--- src/rtl/afk_pkg.sv ---
package afk_pkg;

	// internal angle width, Q30 radians, holds the widest joint sum
	localparam int ZW = 36;
	// CORDIC x/y datapath width
	localparam int XW = 33;
	// sine/cosine width after the rotator
	localparam int TW = 32;
	// link length register width
	localparam int LW = 20;
	// position output width
	localparam int PW = 24;
	// configuration index width
	localparam int CFG_IW = 3;

	localparam logic signed [ZW-1:0] PI_Q30      = 36'sd3373259426;
	localparam logic signed [ZW-1:0] TWO_PI_Q30  = 36'sd6746518852;
	localparam logic signed [ZW-1:0] HALF_PI_Q30 = 36'sd1686629713;
	localparam logic signed [XW-1:0] GAIN_Q30    = 33'sd652032874;

	// register indexes
	localparam logic [CFG_IW-1:0] REG_LATERAL = 3'd0;
	localparam logic [CFG_IW-1:0] REG_UPPER   = 3'd1;
	localparam logic [CFG_IW-1:0] REG_FORE    = 3'd2;
	localparam logic [CFG_IW-1:0] REG_HAND    = 3'd3;

	typedef struct packed {
		logic signed [LW-1:0] lateral;
		logic signed [LW-1:0] upper;
		logic signed [LW-1:0] fore;
		logic signed [LW-1:0] hand;
	} cfg_t;

	typedef struct packed {
		logic signed [ZW-1:0] z;
		logic                 flip;
	} red_t;

	// arctangent table, Q30
	function automatic logic signed [ZW-1:0] atan_q30(input logic [4:0] t);
		logic signed [ZW-1:0] r;
		case (t)
			5'd0:    r = 36'sd843314857;
			5'd1:    r = 36'sd497837829;
			5'd2:    r = 36'sd263043837;
			5'd3:    r = 36'sd133525159;
			5'd4:    r = 36'sd67021687;
			5'd5:    r = 36'sd33543516;
			5'd6:    r = 36'sd16775851;
			5'd7:    r = 36'sd8388437;
			5'd8:    r = 36'sd4194283;
			5'd9:    r = 36'sd2097149;
			5'd31:   r = 36'sd0;
			default: r = ZW'(64'sd1 <<< (30 - t));
		endcase
		return r;
	endfunction

	// fold into [-pi, pi], then into [-pi/2, pi/2] with a sign flip
	function automatic red_t reduce(input logic signed [ZW-1:0] a);
		logic signed [ZW-1:0] v;
		red_t r;
		v = a;
		for (int k = 0; k < 4; k++) begin
			if (v > PI_Q30) v = v - TWO_PI_Q30;
			else if (v < -PI_Q30) v = v + TWO_PI_Q30;
		end
		r.flip = 1'b0;
		if (v > HALF_PI_Q30) begin
			v = v - PI_Q30;
			r.flip = 1'b1;
		end else if (v < -HALF_PI_Q30) begin
			v = v + PI_Q30;
			r.flip = 1'b1;
		end
		r.z = v;
		return r;
	endfunction

	// clamp to the position range
	function automatic logic signed [PW-1:0] sat_pos(input logic signed [39:0] v);
		logic signed [39:0] hi;
		logic signed [39:0] lo;
		hi = 40'sd8388607;
		lo = -40'sd8388608;
		if (v > hi) return PW'(hi);
		else if (v < lo) return PW'(lo);
		else return v[PW-1:0];
	endfunction

endpackage

--- src/rtl/afk_prep.sv ---
module afk_prep #(
	parameter int ANGLE_WIDTH = 16
) (
	input  logic                          clk,
	input  logic                          arst_n,
	input  logic                          adv,
	input  logic                          in_valid,
	input  logic signed [ANGLE_WIDTH-1:0] base_angle,
	input  logic signed [ANGLE_WIDTH-1:0] shoulder_angle,
	input  logic signed [ANGLE_WIDTH-1:0] elbow_angle,
	input  logic signed [ANGLE_WIDTH-1:0] wrist_angle,
	output logic                          out_valid,
	output afk_pkg::red_t                 red [4],
	output logic signed [ANGLE_WIDTH+1:0] pitch
);
	localparam int SW = ANGLE_WIDTH + 2;
	localparam int WIDEN = 33 - ANGLE_WIDTH;

	logic signed [SW-1:0] sum2, sum3;
	logic signed [afk_pkg::ZW-1:0] ang_s1 [4];
	logic signed [SW-1:0] pitch_s1, pitch_s2;
	logic v_s1, v_s2;
	afk_pkg::red_t red_s2 [4];

	// joint sums, exact in two extra bits
	assign sum2 = SW'(shoulder_angle) + SW'(elbow_angle);
	assign sum3 = sum2 + SW'(wrist_angle);

	// stage 1: widen to Q30
	always_ff @(posedge clk or negedge arst_n) begin
		if (!arst_n) begin
			v_s1 <= 1'b0;
		end else if (adv) begin
			v_s1 <= in_valid;
		end
	end

	always_ff @(posedge clk) begin
		if (adv) begin
			ang_s1[0] <= afk_pkg::ZW'(base_angle) <<< WIDEN;
			ang_s1[1] <= afk_pkg::ZW'(shoulder_angle) <<< WIDEN;
			ang_s1[2] <= afk_pkg::ZW'(sum2) <<< WIDEN;
			ang_s1[3] <= afk_pkg::ZW'(sum3) <<< WIDEN;
			pitch_s1  <= -sum3;
		end
	end

	// stage 2: range reduction
	always_ff @(posedge clk or negedge arst_n) begin
		if (!arst_n) begin
			v_s2 <= 1'b0;
		end else if (adv) begin
			v_s2 <= v_s1;
		end
	end

	always_ff @(posedge clk) begin
		if (adv) begin
			for (int l = 0; l < 4; l++) red_s2[l] <= afk_pkg::reduce(ang_s1[l]);
			pitch_s2 <= pitch_s1;
		end
	end

	assign out_valid = v_s2;
	assign red = red_s2;
	assign pitch = pitch_s2;
endmodule

--- config.mk ---
export PLATFORM = sky130hd
export DESIGN_NAME = afk_prep
export DESIGN_NICKNAME = d
export VERILOG_FILES = /design/src/rtl/afk_pkg.sv /design/src/rtl/afk_prep.sv
export SDC_FILE = /design/constraint.sdc
export NUM_CORES = 1
export LEC_CHECK = 0
export BUFFER_PORTS_ARGS = -buffer_cell sky130_fd_sc_hd__buf_2
export CAP_MARGIN = 15
export CORE_MARGIN = 2
export CORE_UTILIZATION = 40
export CTS_BUF_LIST = sky130_fd_sc_hd__clkbuf_16
export DETAILED_ROUTE_END_ITERATION = 10
export PLACE_DENSITY_LB_ADDON = 0.08
export SYNTH_ARGS = -nofsm -noshare
export SYNTH_HDL_FRONTEND = slang
export SYNTH_SLANG_ARGS = --single-unit
--- constraint.sdc ---
create_clock -name clk -period 17.4 [get_ports clk]
set_input_delay 4.35 -clock clk [delete_from_list [all_inputs] [get_ports clk]]
set_output_delay 4.35 -clock clk [all_outputs]
set_load 0.05 [all_outputs]
# After elaboration in Yosys (flattened, before gate mapping)
# Memories as Yosys holds them, arrays and structs flattened.
# Index checks and enable logic that the tools add are counted.
[word_totals]
regBits = 186
input_bits = 68
out_inout_bits = 167
wordCells = 158
ramBits = 76
mem_count = 1
[op_classes]
muxes = 62
n_lt_le_gt_ge = 40
add_sub_neg = 43
[memory_table]
columns = ["name", "depth", "word_bits", "rd", "rd_clocked_by_memory_dff", "wr", "line", "rtl"]
rows = [
  ["ang_s1", 4, 19, 4, 0, 4, "afk_prep.sv:20", "logic signed [afk_pkg::ZW-1:0] ang_s1 [4];"],
]
[op_table]
columns = ["cell", "count"]
rows = [
  ["2-to-1 mux 36 bit", 56],
  ["adder 36 x 34 -> 36 bit (second input constant)", 16],
  ["greater-than comparator 36 x 33 -> 1 bit (second input constant)", 16],
  ["less-than comparator 36 x 33 -> 1 bit (second input constant)", 16],
  ["subtractor 36 x 34 -> 36 bit (second input constant)", 16],
  ["adder 36 x 33 -> 36 bit (second input constant)", 4],
  ["greater-than comparator 36 x 32 -> 1 bit (second input constant)", 4],
  ["less-than comparator 36 x 32 -> 1 bit (second input constant)", 4],
  ["subtractor 36 x 33 -> 36 bit (second input constant)", 4],
  ["adder 17 x 16 -> 18 bit", 1],
  ["negation 18 bit", 1],
  ["adder 16 x 16 -> 17 bit", 1],
  ["2-to-1 mux 1 bit", 6],
]

# Depth between registers and ports, before layout
# An unclocked memory read counts as a cell.
[depth]
word_depth = 20
ltp_mapped = 43
ltp_nobuf = 35

# Worst setup path after synthesis
# OpenSTA, ideal clock, no wires.
[synth_path]
path_kind = "register -> register"
startpoint = "memory ang_s1[0][2] (netlist name)"
endpoint = "register red[136] (netlist name)"
path_stages_with_launch = 40
arrival_ns = 8.880
path_buffers = 5
t_required_ns = 17.136
path_slack_ns = 8.257
period_less_slack_ns = 9.143
setup_ns = 0.264
cell_sequence = "edfxtp_1 -> clkbuf_1 -> or3_1 -> a31o_2 -> a31oi_1 -> nor2_1 -> o31a_1 -> ha_1 -> clkbuf_1 -> o41ai_1 -> or3_1 -> a22oi_1 -> a211oi_1 -> a2111oi_0 -> o221a_2 -> buf_2 -> a21oi_1 -> buf_2 -> [4 not listed] -> nand2_1 -> clkbuf_1 -> a211oi_1 -> a21o_1 -> ha_1 -> nand3_1 -> a21o_1 -> a221o_1 -> nand4_1 -> a2111oi_0 -> or4b_1 -> a311oi_2 -> a21oi_1 -> a211o_1 -> a31oi_1 -> inv_1 -> a22o_1 -> xnor2_1"
[synth_rtl]
columns = ["element", "line"]
rows = [
  ["from (decl)", "afk_prep.sv:20"],
]

==> run_results.csv <==
group,metric,value,unit
global_route,grt_max_degree,111,
detailed_routing,drt_iter0_drc,2236,
global_route,grt.total_usage,24.8,%
floorplan,initial_core_util,40.5,%
detailed_routing,detail-route-antenna-nets,0,
placed_design,hpwl,67.8,mm
synthesis,avgSynthCellArea,8.21,µm²
detailed_routing,via_per_inst,6.14,
setup_path,critPathKind,"register to register",
synthesis,syn_inst,3178,
flow_run,drv_cap,0,
cts,clock_path_buffers,3,
cts,clk_pin_slew_worst_paths,0.06,ns
setup_path,start_kind,"register",
cts,cts_hold_buffers,0,
sta,fmax,86.9,MHz
synthesis,ys_seq_area_share,28.0,%
floorplan,die_y,259,µm
sta,slew_violations,0,
global_route,grt_pass1_wl,136,mm
detailed_routing,wl_per_cell,20.7,µm
synthesis,ys_types,122,
cts,cts_tree,"done",
outcome,status,"finished, final reports clean",
finish,fill_cells,6503,
synthesis,postSynthRegisterBits,244,
setup_path,cp.arrival,11.83,ns
floorplan,std_cell_rows,93,
cts,cts_buffers,31,
synthesis,synth_area,26100,µm²
detailed_routing,vias,25740,
sta,setup_tns,0,ns
sta,hold_violations,0,
placed_design,gp_congestion,0.919,
floorplan,pin_count,235,
cts,clk_latency,0.59,ns
cts,ctsHtreeMaxLevel,1,
synthesis,synth_edf_count,242,
setup_path,path_common_cell,"a21oi_1",
detailed_routing,drc,0,
setup_path,slowest_stage,"a21oi_1",
synthesis,async_flop_share,0.820,%
floorplan,core,64500,µm²
setup_path,endpoint_kind,"register",
cts,cts.sinks,244,
setup_path,slowest_delay,0.75,ns
finish,multi_input_area,17600,µm²
finish,final_core_util,44.7,%
sta,final.min_clock_period,11.51,ns
cts,cts_resized,0,
setup_path,required,17.72,ns
placed_design,port-buffer-count,230,
floorplan,die-area,67300,µm²
global_route,antenna_found_initial,4,
cts,clockRootBuffer,"clkbuf_16",
setup_path,worst-path-max-fanout,17,
hold_path,hold_path_class,"register to register",
synthesis,synth_flop_cell,"edfxtp_1",
global_route,grt_pass1_vias,24189,
sta,relSlewSlack,20.2,%
finish,syn_to_final_growth,10.5,%
detailed_routing,routed_wl,86.7,mm
detailed_routing,dr.pass1.iters,6,
sta,worst_clock_skew,0.0129,ns
sta,worst_pin_slew,1.17,ns
sta,setup_viol,0,
finish,fin_nets,3468,
global_route,globalRoute.totalOverflow,0,
floorplan,fp.dieW,259,µm
cts,post_cts_buffers,0,
synthesis,yosysWarnings,0,
sta,min_period_over_period,66.1,%
finish,regArea,7320,µm²
sta,rsz0062_at_grt,"false",
finish,drive_above_1_share,13.6,%
-- path summary, 6_finish.rpt --
check                             start        end  slack [ns]  cells past startpoint
max in group asynchronous        arst_n       v_s1       13.77                      1
min in group asynchronous        arst_n  out_valid        3.54                      1
hold / removal             pitch_s1[12]  pitch[12]        0.42                      0
setup reg to reg           ang_s1[0][2]   red[136]        5.89                     34
hold reg to reg            pitch_s1[12]  pitch[12]        0.42                      0
setup / recovery           ang_s1[0][2]   red[136]        5.89                     34
-- cell type report --
type / count / area share [%]
diodes: 2 / 0.0173
clock buffers: 31 / 2.69
clock inverters: 25 / 0.694
inverters: 120 / 1.56
multi-input cells: 2648 / 61.0
flip-flops and latches: 244 / 25.4
well taps: 855 / 3.71
repair buffers: 265 / 4.92
-- logic make-up after synthesis --
kind of cell	Yosys count	share of synthesized area, %
AND/OR/NAND/NOR	1110	21.0
AO/OA/AOI/OAI	1078	29.2
XOR/XNOR	319	10.9
buffers and inverters	289	4.59
flip-flops	244	28.0
adder cells (fa/ha/maj)	95	4.56
multiplexers	42	1.70
other	1	0.0144
-- metal layers --
layer,wire length (µm),track usage [%]
met3,4760,2.84
met2,39500,39.9
met1,40100,35.0
met5,27,0
met4,2350,6.98
-- critical path, delay by kind of cell (launching register included) --
family,cells,cell delay [ns]
buffers and inverters,3,0.89
adder cells (fa/ha/maj),2,0.89
AO/OA/AOI/OAI,19,5.67
XOR/XNOR,2,0.46
flip-flops,1,0.52
AND/OR/NAND/NOR,8,2.76
-- cells in the mapped netlist (41+ instances only) --
library cell | count | area, µm²
a211oi_1 | 56 | 420
a21oi_1 | 202 | 1010
edfxtp_1 | 242 | 7270
a31oi_1 | 63 | 394
nor3_1 | 107 | 536
ha_1 | 88 | 1100
clkbuf_1 | 117 | 439
xnor2_1 | 196 | 1720
nand3_1 | 105 | 526
or2_2 | 42 | 263
o211ai_1 | 51 | 383
xor2_1 | 117 | 1020
o22ai_1 | 47 | 294
nand2_1 | 279 | 1050
and3_1 | 41 | 257
inv_1 | 115 | 432
nor2_1 | 278 | 1040
and2_1 | 41 | 257
o21ai_0 | 164 | 821
-- through the flow --
| stage | hold WS, ns | setup WS (ns) | cell area, µm² | std cells |
|---|---|---|---|---|
| final | 0.417 | 5.89 | 28800 | 4190 |
| after global routing | 0.425 | 5.03 | 28800 | 4189 |
| after CTS | 0.417 | 6.06 | 28800 | 4186 |
| after detailed placement | 0.405 | 6.08 | 27900 | 4130 |
| after global placement | 0.404 | 6.39 | 27900 | 4130 |
| after floorplan | 0.400 | 8.26 | 26100 | 3181 |
-- state kept, by name, indices dropped and copies added, names as in the netlist --
register	count
out_valid	1
pitch_s1	18
pitch	18
v_s1	1
ang_s1	66
red	140
-- layout by cell type, fill, tap and decap left out, types with 15 or more instances in the layout --
cell,count
a22oi_1,28
a31o_2,17
a21o_1,37
a21oi_1,202
o21bai_1,39
o21ai_0,164
nor2_1,278
xor2_1,117
nand2b_1,29
buf_4,33
a211oi_1,56
nand4_1,23
edfxtp_1,242
o21a_1,30
o31ai_1,33
a211o_1,15
nand3_1,105
o31a_1,16
a31oi_1,63
a2111oi_0,16
and3_1,41
ha_1,88
nor3_1,107
xnor2_1,196
inv_1,116
or3_1,38
clkbuf_16,31
o21ai_1,32
nand2_1,279
nor4_1,26
and2_1,41
o211ai_1,51
buf_2,229
or2_2,42
mux2i_1,33
o22ai_1,47
Power is not shown: default switching activity piles up to over one toggle a cycle in this logic, so the estimate is an artifact.
